File: src/hw/rtl/fbg_pkg.sv
package fbg_pkg;

	// command codes carried in s_tuser
	localparam logic [1:0] CMD_CLEAR  = 2'd0;
	localparam logic [1:0] CMD_APPEND = 2'd1;
	localparam logic [1:0] CMD_LOOKUP = 2'd2;

	// status codes
	localparam logic [1:0] STATUS_OK   = 2'd0;
	localparam logic [1:0] STATUS_FULL = 2'd1;
	localparam logic [1:0] STATUS_ZERO = 2'd2;
	localparam logic [1:0] STATUS_SAT  = 2'd3;

	localparam int ADDR_W       = 32;
	localparam int SIZE_W       = 16;   // block size in 512-byte units
	localparam int COUNT_W      = 16;   // block count - 1
	localparam int SIZE_SHIFT   = 9;    // 512 bytes per size unit
	localparam int BYTES_W      = SIZE_W + SIZE_SHIFT;
	localparam int REGION_IDX_W = 8;    // holds any region number up to 255
	localparam int QUO_W        = 16;
	localparam int DIVD_W       = ADDR_W - SIZE_SHIFT;
	localparam int RES_W        = 90;
	localparam int OUT_TDATA_W  = 96;
	localparam int IN_TDATA_W   = 64;

	// lookup request walking the cell chain
	typedef struct packed {
		logic                    active;
		logic                    hit;
		logic [REGION_IDX_W-1:0] region;
		logic [ADDR_W-1:0]       addr;
		logic [SIZE_W-1:0]       size;
	} token_t;

	// result word, lowest field declared last
	typedef struct packed {
		logic [1:0]  status;
		logic        boot_protected;
		logic [32:0] block_end;
		logic [31:0] block_start;
		logic [15:0] block_index;
		logic [4:0]  region_index;
		logic        found;
	} result_t;

endpackage

File: src/hw/rtl/fbg_div.sv
module fbg_div (
	input  logic                       clk,
	input  logic                       arst_n,
	input  logic                       start,
	input  logic [fbg_pkg::DIVD_W-1:0] dividend,
	input  logic [fbg_pkg::SIZE_W-1:0] divisor,
	output logic                       done,
	output logic [fbg_pkg::QUO_W-1:0]  quotient
);
	import fbg_pkg::*;

	localparam int CNT_W = $clog2(QUO_W + 1);

	logic [CNT_W-1:0]  cnt_q;
	logic              done_q;
	logic [SIZE_W-1:0] rem_q;
	logic [QUO_W-1:0]  quo_q;
	logic [SIZE_W:0]   trial;
	logic              take;

	// restoring division, one quotient bit a cycle; quotient known to fit QUO_W bits
	assign trial = {rem_q, quo_q[QUO_W-1]};
	assign take  = trial >= {1'b0, divisor};

	always_ff @(posedge clk or negedge arst_n) begin
		if (!arst_n) begin
			cnt_q  <= '0;
			done_q <= 1'b0;
		end else if (start) begin
			cnt_q  <= CNT_W'(QUO_W);
			done_q <= 1'b0;
		end else begin
			done_q <= (cnt_q == CNT_W'(1));
			if (cnt_q != '0) begin
				cnt_q <= cnt_q - CNT_W'(1);
			end
		end
	end

	always_ff @(posedge clk) begin
		if (start) begin
			rem_q <= SIZE_W'(dividend[DIVD_W-1:QUO_W]);
			quo_q <= dividend[QUO_W-1:0];
		end else if (cnt_q != '0) begin
			rem_q <= take ? SIZE_W'(trial - {1'b0, divisor}) : trial[SIZE_W-1:0];
			quo_q <= {quo_q[QUO_W-2:0], take};
		end
	end

	assign done     = done_q;
	assign quotient = quo_q;

endmodule

File: config.mk
export PLATFORM = sky130hd
export DESIGN_NAME = fbg_div
export DESIGN_NICKNAME = d
export VERILOG_FILES = /design/src/hw/rtl/fbg_pkg.sv /design/src/hw/rtl/fbg_div.sv
export SDC_FILE = /design/constraint.sdc
export NUM_CORES = 1
export LEC_CHECK = 0
export ABC_AREA = 1
export BUFFER_PORTS_ARGS = -buffer_cell sky130_fd_sc_hd__buf_2
export CAP_MARGIN = 20
export CORE_ASPECT_RATIO = 0.75
export CORE_MARGIN = 10
export CORE_UTILIZATION = 25
export CTS_CLUSTER_DIAMETER = 40
export DETAILED_ROUTE_END_ITERATION = 10
export PLACE_DENSITY = 0.5
export SLEW_MARGIN = 20
export SYNTH_ARGS = -nofsm -noshare
export SYNTH_HDL_FRONTEND = slang
export SYNTH_SLANG_ARGS = --single-unit
File: constraint.sdc
create_clock -name clk -period 1.93 [get_ports clk]
set_input_delay 0.386 -clock clk [delete_from_list [all_inputs] [get_ports clk]]
set_output_delay 0.386 -clock clk [all_outputs]
set_load 0.03 [all_outputs]
==> out/results.txt <==
Failing checks - negative setup slack
Synthesized area - 0.00293 mm^2
Seq cells post-synth - 38
Critical Path End Type - flop
Dpl hpwl - 6.70 mm
Highest routed layer - met4
Setup CP Type - reg -> reg
TritonCTS Buffers - 5
Final period util - 100%
First drt pass iteration count - 5
Nets - 609
Slew Limit Headroom - 75.8%
Via/cell ratio - 4.16
Power per Cell Area - 1420 mW/mm^2
Top cells by area, synth - edfxtp_1, nand2_1, inv_1
Pin count of the biggest net entering global routing - 27
IO buf count - 58
Worst min-delay path category - in -> reg
Row count - 34
Fin worst setup slack - -0.00708 ns
GPL Wtd Cong - 0.844
DR DRC count - 0
Final hold vios - 0
TNS Setup - -0.00708 ns
Vias in the first global route - 2,957
First-pass GRT wire length - 14.6 mm
Diodes inserted - 0
M1 WL - 4.61 mm
Die ar. - 0.0165 mm^2
Clock-pin slew on the worst setup and hold paths - 0.06 ns
Register area share after synthesis - 34.9%
Syn_area_per_cell - 6.84 um^2
DR iter-0 viols - 131
Distinct cells, synth - 38
Synth Instances - 428
Crit path arrival time - 1.98 ns
Initial antenna violation count - 0
CTS tree - yes
Layout area overhead - 50.0%
Core area - 0.0115 mm^2
Status - finished, violations left
Initial Util - 25.4%
Drt wl/cell - 12.5 um
Max VDD drop - 0.000467 V
Synth warn - 0
Placed instance area - 0.00385 mm^2
Max Cap Violations - 0
Max FO, Critical Path - 8
Detail Route met3 WL - 309 um
Die W - 145 um
Synthesized Nets - 490
Clock tree buffer depth - 2
Worst-Skew Late Latency - 0.29 ns
F_max - 516 MHz
Routed vias - 2,951
Gr ovfl total - 0
Max Slew Vio Count - 0
Final min period - 1.94 ns
Finished Cell Area - 0.00439 mm^2
Least-Margin Pin Slew - 0.361 ns
Layout cells sized above 1 - 33.4%
RSZ-0062 raised after global routing - true
# setup viols final - 1
WL met2 - 3.85 mm
Overall routing resource usage - 10.7%
Root Buffer - clkbuf_16
H-tree levels - 2
Routed wire length - 8.84 mm
Die height - 114 um
Worst hold margin - 0.368 ns
I/O pin count - 59
CP startpoint kind - flop
CP required - 1.97 ns
Area leader, netlist - edfxtp_1
Worst Clk Skew - 0.0107 ns
DRT antenna net count - 0
LEAKAGE - 2.29 nW
Top cell type's share of synthesized area - 23.6%
Clk sinks - 38
==> cell usage after synthesis <==
master	n
nand2_1	178
inv_1	69
nor2_1	29
edfxtp_1	23
nand3_1	22
ha_1	19
dfxtp_1	9
a21oi_1	8
o21ai_1	8
nand3_2	7
nand3b_1	7
dfrtp_1	6
clkbuf_1	4
and2_1	3
nand2_2	3
nand4_1	3
xnor2_1	3
xor2_1	3
a31oi_1	2
buf_6	2
nand2_4	2
nor3_1	2
a211oi_1	1
a21oi_2	1
a311oi_1	1
buf_1	1
buf_2	1
clkinv_1	1
clkinv_2	1
fa_1	1
nor2_2	1
nor2_4	1
nor3_4	1
o21ai_0	1
o21ai_2	1
o22ai_1	1
o31ai_1	1
or2_0	1
==> kinds of logic after synthesis <==
logic type / count (synthesis) / share of synthesized area [%]
buffers and inverters: 79 / 10.7
adder cells (fa/ha/maj): 20 / 8.80
AO/OA/AOI/OAI: 25 / 4.96
XOR/XNOR: 6 / 1.79
flip-flops: 38 / 34.9
AND/OR/NAND/NOR: 260 / 38.9
==> worst max-delay path, stage by stage (launching register included) <==
cell	delay [ns]
edfxtp_1	0.43
ha_4	0.34
nand2_4	0.06
nor2_4	0.10
nand2_2	0.09
nor3_4	0.20
nor2_4	0.10
buf_12	0.14
nand2_8	0.09
nand2_2	0.05
nand2_1	0.05
o21ai_1	0.05
==> cell usage in the layout, fill, tap and decap left out, types with 2 or more instances in the layout <==
cell	Yosys	final
nand3_2	7	9
inv_1	69	68
nand3b_1	7	7
and2_1	3	3
nor2_4	1	3
nand4_1	3	3
dfrtp_1	6	6
a31oi_1	2	2
a21oi_1	8	8
nand3_1	22	19
dfxtp_2	0	3
ha_4	0	13
nand2_8	0	3
nor2_2	1	4
nand2_2	3	13
nor2_1	29	24
edfxtp_1	23	23
nor3_1	2	2
bufinv_16	0	2
o21ai_1	8	8
buf_4	0	52
buf_2	1	58
clkinv_1	1	2
xnor2_1	3	3
buf_12	0	4
nand2_1	178	165
buf_6	2	3
dfxtp_1	9	6
ha_1	19	6
nand2_4	2	3
xor2_1	3	3
clkbuf_16	0	5
==> final timing paths <==
path | start | endpoint | slack (ns) | cells past startpoint
max in group asynchronous | arst_n | cnt_q[0]$_DFFE_PN0P_ | 1.33 | 2
worst max register to register | rem_q[3]$_DFFE_PP_ | rem_q[5]$_DFFE_PP_ | -0.007 | 11
worst min register to register | rem_q[14]$_SDFFE_PP0P_ | rem_q[14]$_SDFFE_PP0P_ | 0.48 | 2
min in group asynchronous | arst_n | cnt_q[3]$_DFFE_PN0P_ | 0.46 | 2
worst min-delay path | dividend[4] | quotient[4]$_DFFE_PP_ | 0.37 | 3
worst max-delay path | rem_q[3]$_DFFE_PP_ | rem_q[5]$_DFFE_PP_ | -0.007 | 11
==> metal layers <==
| metal | global-route usage, % | vias to the layer above |
|---|---|---|
| met3 | 2.61 | 7 |
| met5 | 0 | - |
| met4 | 2.24 | 0 |
| met2 | 16.7 | 37 |
| li1 | - | 1574 |
| met1 | 14.6 | 1333 |
==> area by class of cell <==
type,instances,area [um^2]
clock inverters,3,63.8
fillers,1201,7140
clock buffers,5,125
well taps,162,203
multi-input cells,312,1890
inverters,71,268
flip-flops and latches,38,1020
repair buffers,119,820
==> state kept, by name (all words and copies together), names as in the netlist <==
| signal | flops |
|---|---|
| cnt_q | 5 |
| done | 1 |
| quotient | 16 |
| rem_q | 16 |
==> repair_timing <==
action / in CTS / in global routing
hold buffers: 1 / 0
pin swaps: 9 / 7
buffers inserted: 10 / 1
gates resized for setup: 18 / 24
endpoints found under the hold margin: 6 / 0
gates cloned: 1 / 0
setup endpoints to repair: 15 / 17
==> power breakdown <==
group / total [mW] / internal [mW] / switching (mW)
Sequential: 1.40 / 1.18 / 0.219
Clock: 1.09 / 0.737 / 0.351
Combinational: 3.73 / 1.75 / 1.98
==> stage by stage <==
stage                     total power, mW  std cells  setup WS (ns)  utilization, %
final                                6.22        710       -0.00708            38.1
after global routing                 6.72        710         -0.129            38.1
after global placement               4.51        689         -0.247            33.4
after CTS                            6.06        709        0.00529            37.2
after floorplan                      3.43        428       -0.00567               -
after detailed placement             4.53        689         -0.267            33.4
(Power assumes the default switching activity.)
