<file path="config.mk">
export PLATFORM = sky130hd
export DESIGN_NAME = fbg_cell
export DESIGN_NICKNAME = d
export VERILOG_FILES = /design/src/hw/rtl/fbg_pkg.sv /design/src/hw/rtl/fbg_cell.sv
export SDC_FILE = /design/constraint.sdc
export NUM_CORES = 1
export LEC_CHECK = 0
export ABC_AREA = 1
export ABC_CLOCK_PERIOD_IN_PS = 2700
export BUFFER_PORTS_ARGS = -buffer_cell sky130_fd_sc_hd__buf_2
export CORE_ASPECT_RATIO = 0.7
export CORE_MARGIN = 3
export CORE_UTILIZATION = 44
export CTS_CLUSTER_SIZE = 12
export DETAILED_ROUTE_END_ITERATION = 7
export GPL_ROUTABILITY_DRIVEN = 1
export GPL_TIMING_DRIVEN = 1
export HOLD_SLACK_MARGIN = 0.05
export PLACE_DENSITY = 0.73
export SKIP_LAST_GASP = 1
export SYNTH_ARGS = -nofsm -noshare
export SYNTH_HDL_FRONTEND = slang
export SYNTH_SLANG_ARGS = --single-unit
</file>
<file path="constraint.sdc">
create_clock -name clk -period 2.7 [get_ports clk]
set_input_delay 0.405 -clock clk [delete_from_list [all_inputs] [get_ports clk]]
set_output_delay 0.405 -clock clk [all_outputs]
set_load 0.005 [all_outputs]
</file>
<file path="src/hw/rtl/fbg_pkg.sv">
package fbg_pkg;

	// command codes carried in s_tuser
	localparam logic [1:0] CMD_CLEAR  = 2'd0;
	localparam logic [1:0] CMD_APPEND = 2'd1;
	localparam logic [1:0] CMD_LOOKUP = 2'd2;

	// status codes
	localparam logic [1:0] STATUS_OK   = 2'd0;
	localparam logic [1:0] STATUS_FULL = 2'd1;
	localparam logic [1:0] STATUS_ZERO = 2'd2;
	localparam logic [1:0] STATUS_SAT  = 2'd3;

	localparam int ADDR_W       = 32;
	localparam int SIZE_W       = 16;   // block size in 512-byte units
	localparam int COUNT_W      = 16;   // block count - 1
	localparam int SIZE_SHIFT   = 9;    // 512 bytes per size unit
	localparam int BYTES_W      = SIZE_W + SIZE_SHIFT;
	localparam int REGION_IDX_W = 8;    // holds any region number up to 255
	localparam int QUO_W        = 16;
	localparam int DIVD_W       = ADDR_W - SIZE_SHIFT;
	localparam int RES_W        = 90;
	localparam int OUT_TDATA_W  = 96;
	localparam int IN_TDATA_W   = 64;

	// lookup request walking the cell chain
	typedef struct packed {
		logic                    active;
		logic                    hit;
		logic [REGION_IDX_W-1:0] region;
		logic [ADDR_W-1:0]       addr;
		logic [SIZE_W-1:0]       size;
	} token_t;

	// result word, lowest field declared last
	typedef struct packed {
		logic [1:0]  status;
		logic        boot_protected;
		logic [32:0] block_end;
		logic [31:0] block_start;
		logic [15:0] block_index;
		logic [4:0]  region_index;
		logic        found;
	} result_t;

endpackage

</file>
<file path="src/hw/rtl/fbg_cell.sv">
module fbg_cell #(
	parameter int CAP_W = 33,
	parameter int IDX   = 0
) (
	input  logic                        clk,
	input  logic                        arst_n,
	input  fbg_pkg::token_t             tok_in,
	input  logic [CAP_W-1:0]            base_in,
	input  logic [CAP_W-1:0]            limit_in,
	input  logic                        live,
	input  logic                        wr_en,
	input  logic [CAP_W-1:0]            wr_base,
	input  logic [CAP_W-1:0]            wr_limit,
	input  logic [fbg_pkg::SIZE_W-1:0]  wr_size,
	output fbg_pkg::token_t             tok_out,
	output logic [CAP_W-1:0]            base_out,
	output logic [CAP_W-1:0]            limit_out
);
	import fbg_pkg::*;

	localparam int CMP_W = ((CAP_W > ADDR_W) ? CAP_W : ADDR_W) + 1;

	logic [CAP_W-1:0]  base_q;
	logic [CAP_W-1:0]  limit_q;
	logic [SIZE_W-1:0] size_q;
	logic [CMP_W-1:0]  addr_ext;
	logic              match;
	token_t            tok_q;
	logic [CAP_W-1:0]  tbase_q;
	logic [CAP_W-1:0]  tlimit_q;

	// region store of this cell
	always_ff @(posedge clk) begin
		if (wr_en) begin
			base_q  <= wr_base;
			limit_q <= wr_limit;
			size_q  <= wr_size;
		end
	end

	// first live, non-empty region covering the address wins
	assign addr_ext = CMP_W'(tok_in.addr);
	assign match = tok_in.active && !tok_in.hit && live && (size_q != '0)
		&& (addr_ext >= CMP_W'(base_q)) && (addr_ext < CMP_W'(limit_q));

	always_ff @(posedge clk or negedge arst_n) begin
		if (!arst_n) begin
			tok_q <= '0;
		end else begin
			tok_q.active <= tok_in.active;
			tok_q.hit    <= tok_in.hit | match;
			tok_q.addr   <= tok_in.addr;
			if (match) begin
				tok_q.region <= REGION_IDX_W'(IDX);
				tok_q.size   <= size_q;
			end else begin
				tok_q.region <= tok_in.region;
				tok_q.size   <= tok_in.size;
			end
		end
	end

	always_ff @(posedge clk) begin
		if (match) begin
			tbase_q  <= base_q;
			tlimit_q <= limit_q;
		end else begin
			tbase_q  <= base_in;
			tlimit_q <= limit_in;
		end
	end

	assign tok_out   = tok_q;
	assign base_out  = tbase_q;
	assign limit_out = tlimit_q;

endmodule

</file>
==> impl_metrics.py <==
metrics = {
    "worst_setup_path": {
        "crit_slowest_cell": "dlygate4sd3_1",
        "end_kind": "flip-flop",
        "worst-endpoint-arrival_ps": 2940,
        "path_max_fanout": 38,
        "cp.required_ps": 3130,
        "max_stage_delay_ps": 530,
        "cp_top_family": "buffers and inverters",
        "criticalPathCategory": "in2reg",
        "cp-start-kind": "input port",
        "path_cells": "dlygate4sd3_1 -> buf_2 -> ha_1 -> nand2_2 -> inv_1 -> nand2_1 -> nand2_1 -> nand2_1 -> nand2_1 -> nand2_1 -> nand2_1 -> nand2_1 -> a21boi_4 -> buf_12 -> nand3_2 -> nand2_1",
        "cp_common_cell": "nand2_1",
        "worst-path-buf-inv": 4,
    },
    "drt": {
        "drc_errors": 0,
        "wl_microns": 25570,
        "drtIter0Drc": 341,
        "wl_per_cell_microns": 16.41,
        "dr.pass1.iters": 5,
        "routed_via_density": 4.657,
        "postRouteAntennaNets": 0,
        "vias": 7255,
    },
    "clock_network": {
        "clock_latency_ps": 490,
        "h-tree-depth": 1,
        "clockBufferDepth": 3,
        "cts_tree": "yes",
        "clock-sinks": 206,
        "numCtsBuffers": 21,
        "clkSlewWorstSetupHoldPaths_ps": 60,
        "clockRootBuffer": "clkbuf_16",
    },
    "synthesis": {
        "synth_edf_count": 82,
        "syn-num-nets": 1203,
        "synth_ff_type": "edfxtp_1",
        "synth.most_common_cell": "inv_1",
        "synth_top_area_share_pct": 25.39,
        "synth_top_area_cell": "edfxtp_1",
        "async_flop_share_pct": 28.16,
        "syn_inst": 930,
        "avgSynthCellArea_sq_um": 10.43,
        "seq_area_frac_synth_pct": 53.97,
        "synth_warnings": 0,
        "ys_top_cells_by_count": "183 x inv_1, 179 x nand2_1, 82 x edfxtp_1, 82 x o21bai_1, 74 x nand3_2",
        "yosysUniqueCellTypes": 30,
        "synth_area_leaders": "edfxtp_1 25%, dfrtp_1 15%, dfxtp_1 14%, ha_1 8.1%, nand3_2 7.6%",
        "ys_ff_latch": 206,
        "syn-cell-area_sq_mm": 0.009699,
    },
    "power_and_ir_drop": {
        "peakVddDrop_uv": 392.6,
        "powerDensity_mw_per_mm2": 598.3,
        "cellLeakagePower_uw": 0.006202,
    },
    "layout": {
        "drive_gt1_share_pct": 35.96,
        "final_util_pct": 57.67,
        "num_antenna_cells": 0,
        "nNetsFinal": 1540,
        "area_growth_syn_to_layout_pct": 26.02,
        "fillCellCount": 1894,
    },
    "sta": {
        "finalCriticalPeriod_ps": 2509,
        "finalSetupViolations": 0,
        "rsz0062_at_grt": "no",
        "hold_viol_final": 0,
        "relSlewSlack_pct": 44.57,
        "hold_ws_ps": 73.18,
        "setup_slack_ps": 191.4,
        "final_max_slew_viol_count": 0,
        "worst_slew_pin_slew_ps": 831.4,
        "fin_skew_ps": 5.715,
        "setup-tns-final_ps": 0,
        "period_share_pct": 92.91,
        "fmax_ghz": 0.3986,
    },
    "floorplanning": {
        "ios": 334,
        "core_area_sq_mm": 0.02120,
        "die_h_microns": 130.2,
        "initial_core_util_pct": 45.76,
        "die-area_sq_mm": 0.02389,
        "rows": 44,
        "fp.dieW_microns": 183.5,
    },
    "global_routing": {
        "grt_pass1_vias": 7381,
        "grt_first_pass_wirelength_microns": 39340,
        "grt_antenna_before_repair": 1,
        "grt_max_degree": 63,
        "grt_usage_pct": 21.03,
        "gr-total-overflow": 0,
    },
    "place": {
        "place_ws_ps": 46.72,
        "place.gp.congestion": 0.8012,
        "port_buffers": 333,
        "hpwl_microns": 19270,
    },
    "run_status": {
        "status": "completed",
    },
    "worst_hold_path": {
        "min_path_type": "in2reg",
    },
    "run": {
        "cap_violations": 0,
    },
}
==> sequential cells by signal, indices dropped and copies added (netlist names) <==
name / cells
base_q: 33
base_out: 33
limit_out: 33
size_q: 16
tok_out: 58
limit_q: 33
==> cells by family after synthesis <==
group / count (synthesis) / synth area share (%)
DFF: 206 / 53.97
adders and majority gates: 63 / 8.127
and+or+nand+nor: 331 / 18.32
buffers and inverters: 219 / 11.48
AOI/OAI and AO/OA: 111 / 8.101
==> placed cells by master (no fill, tap or decap), types with 13 or more instances in the layout <==
cell type,Yosys,routed
a21oi_1,19,18
buf_2,8,331
clkbuf_1,1,13
clkbuf_16,0,21
dfrtp_1,58,58
dfxtp_1,66,66
edfxtp_1,82,82
ha_1,63,63
inv_1,183,183
nand2_1,179,176
nand3_1,14,13
nand3_2,74,74
nor2_1,44,44
o21bai_1,82,82
==> per-stage QoR <==
stage                     instances  cell area, sq um  total power (uW)
after global placement         1515             11520              4678
after floorplan                 930              9699              4186
after detailed placement       1515             11520              4701
after CTS                      1558             12190              7407
after global routing           1558             12220              7686
final                          1558             12220              7313
==> layer usage <==
metal | share of wire, % | global-route usage (%) | vias to the layer above | routed length (microns)
li1 | - | - | 3632 | -
met1 | 45 | 29.17 | 3325 | 11580
met2 | 45 | 34.37 | 267 | 11550
met3 | 7.8 | 4.681 | 29 | 1991
met4 | 1.7 | 4.163 | 2 | 438
met5 | 0.035 | 0 | - | 9
==> final cells by class <==
class                   instances  area [sq um]  area share, %
flip-flops and latches        206          5235          42.83
multi-input cells             505          3401          27.82
repair buffers                349          1924          15.74
inverters                     184         693.2          5.671
clock buffers                  37         615.6          5.036
well taps                     276         345.3          2.825
clock inverters                 1         8.758        0.07166
==> worst reg2reg max path: cells and delay by family, from the launching register on <==
kind	cells	cell delay (ps)
buffers and inverters	4	570
AND/OR/NAND/NOR	8	1010
flip-flops	1	420
adder cells (fa/ha/maj)	1	250
AO/OA/AOI/OAI	1	130
==> what timing repair did <==
action,in CTS,in global routing
setup endpoints to repair,0,79
endpoints found under the hold margin,45,0
resized for setup,0,6
hold buffers,5,0
buffers inserted,0,0
==> power by group <==
part | total (uW) | internal (uW) | leakage, uW | switching, uW
registers | 3580 | 3480 | 0.00204 | 100
logic | 1060 | 438 | 0.00387 | 622
clock network | 2670 | 1540 | 0.000300 | 1130
total | 7310 | 5460 | 0.00620 | 1860
==> path summary, 6_finish.rpt <==
check,startpoint,end,cells past startpoint,slack [ps]
setup / recovery,tok_in[19],base_out[0],16,190
hold / removal,tok_in[31],tok_out[31],1,70
setup reg to reg,limit_q[14],tok_out[6],14,260
hold reg to reg,limit_q[8],limit_out[8],2,510
max in group asynchronous,arst_n,tok_out[26],2,1590
min in group asynchronous,arst_n,tok_out[7],2,560
Power figures use the tool's default switching activity.
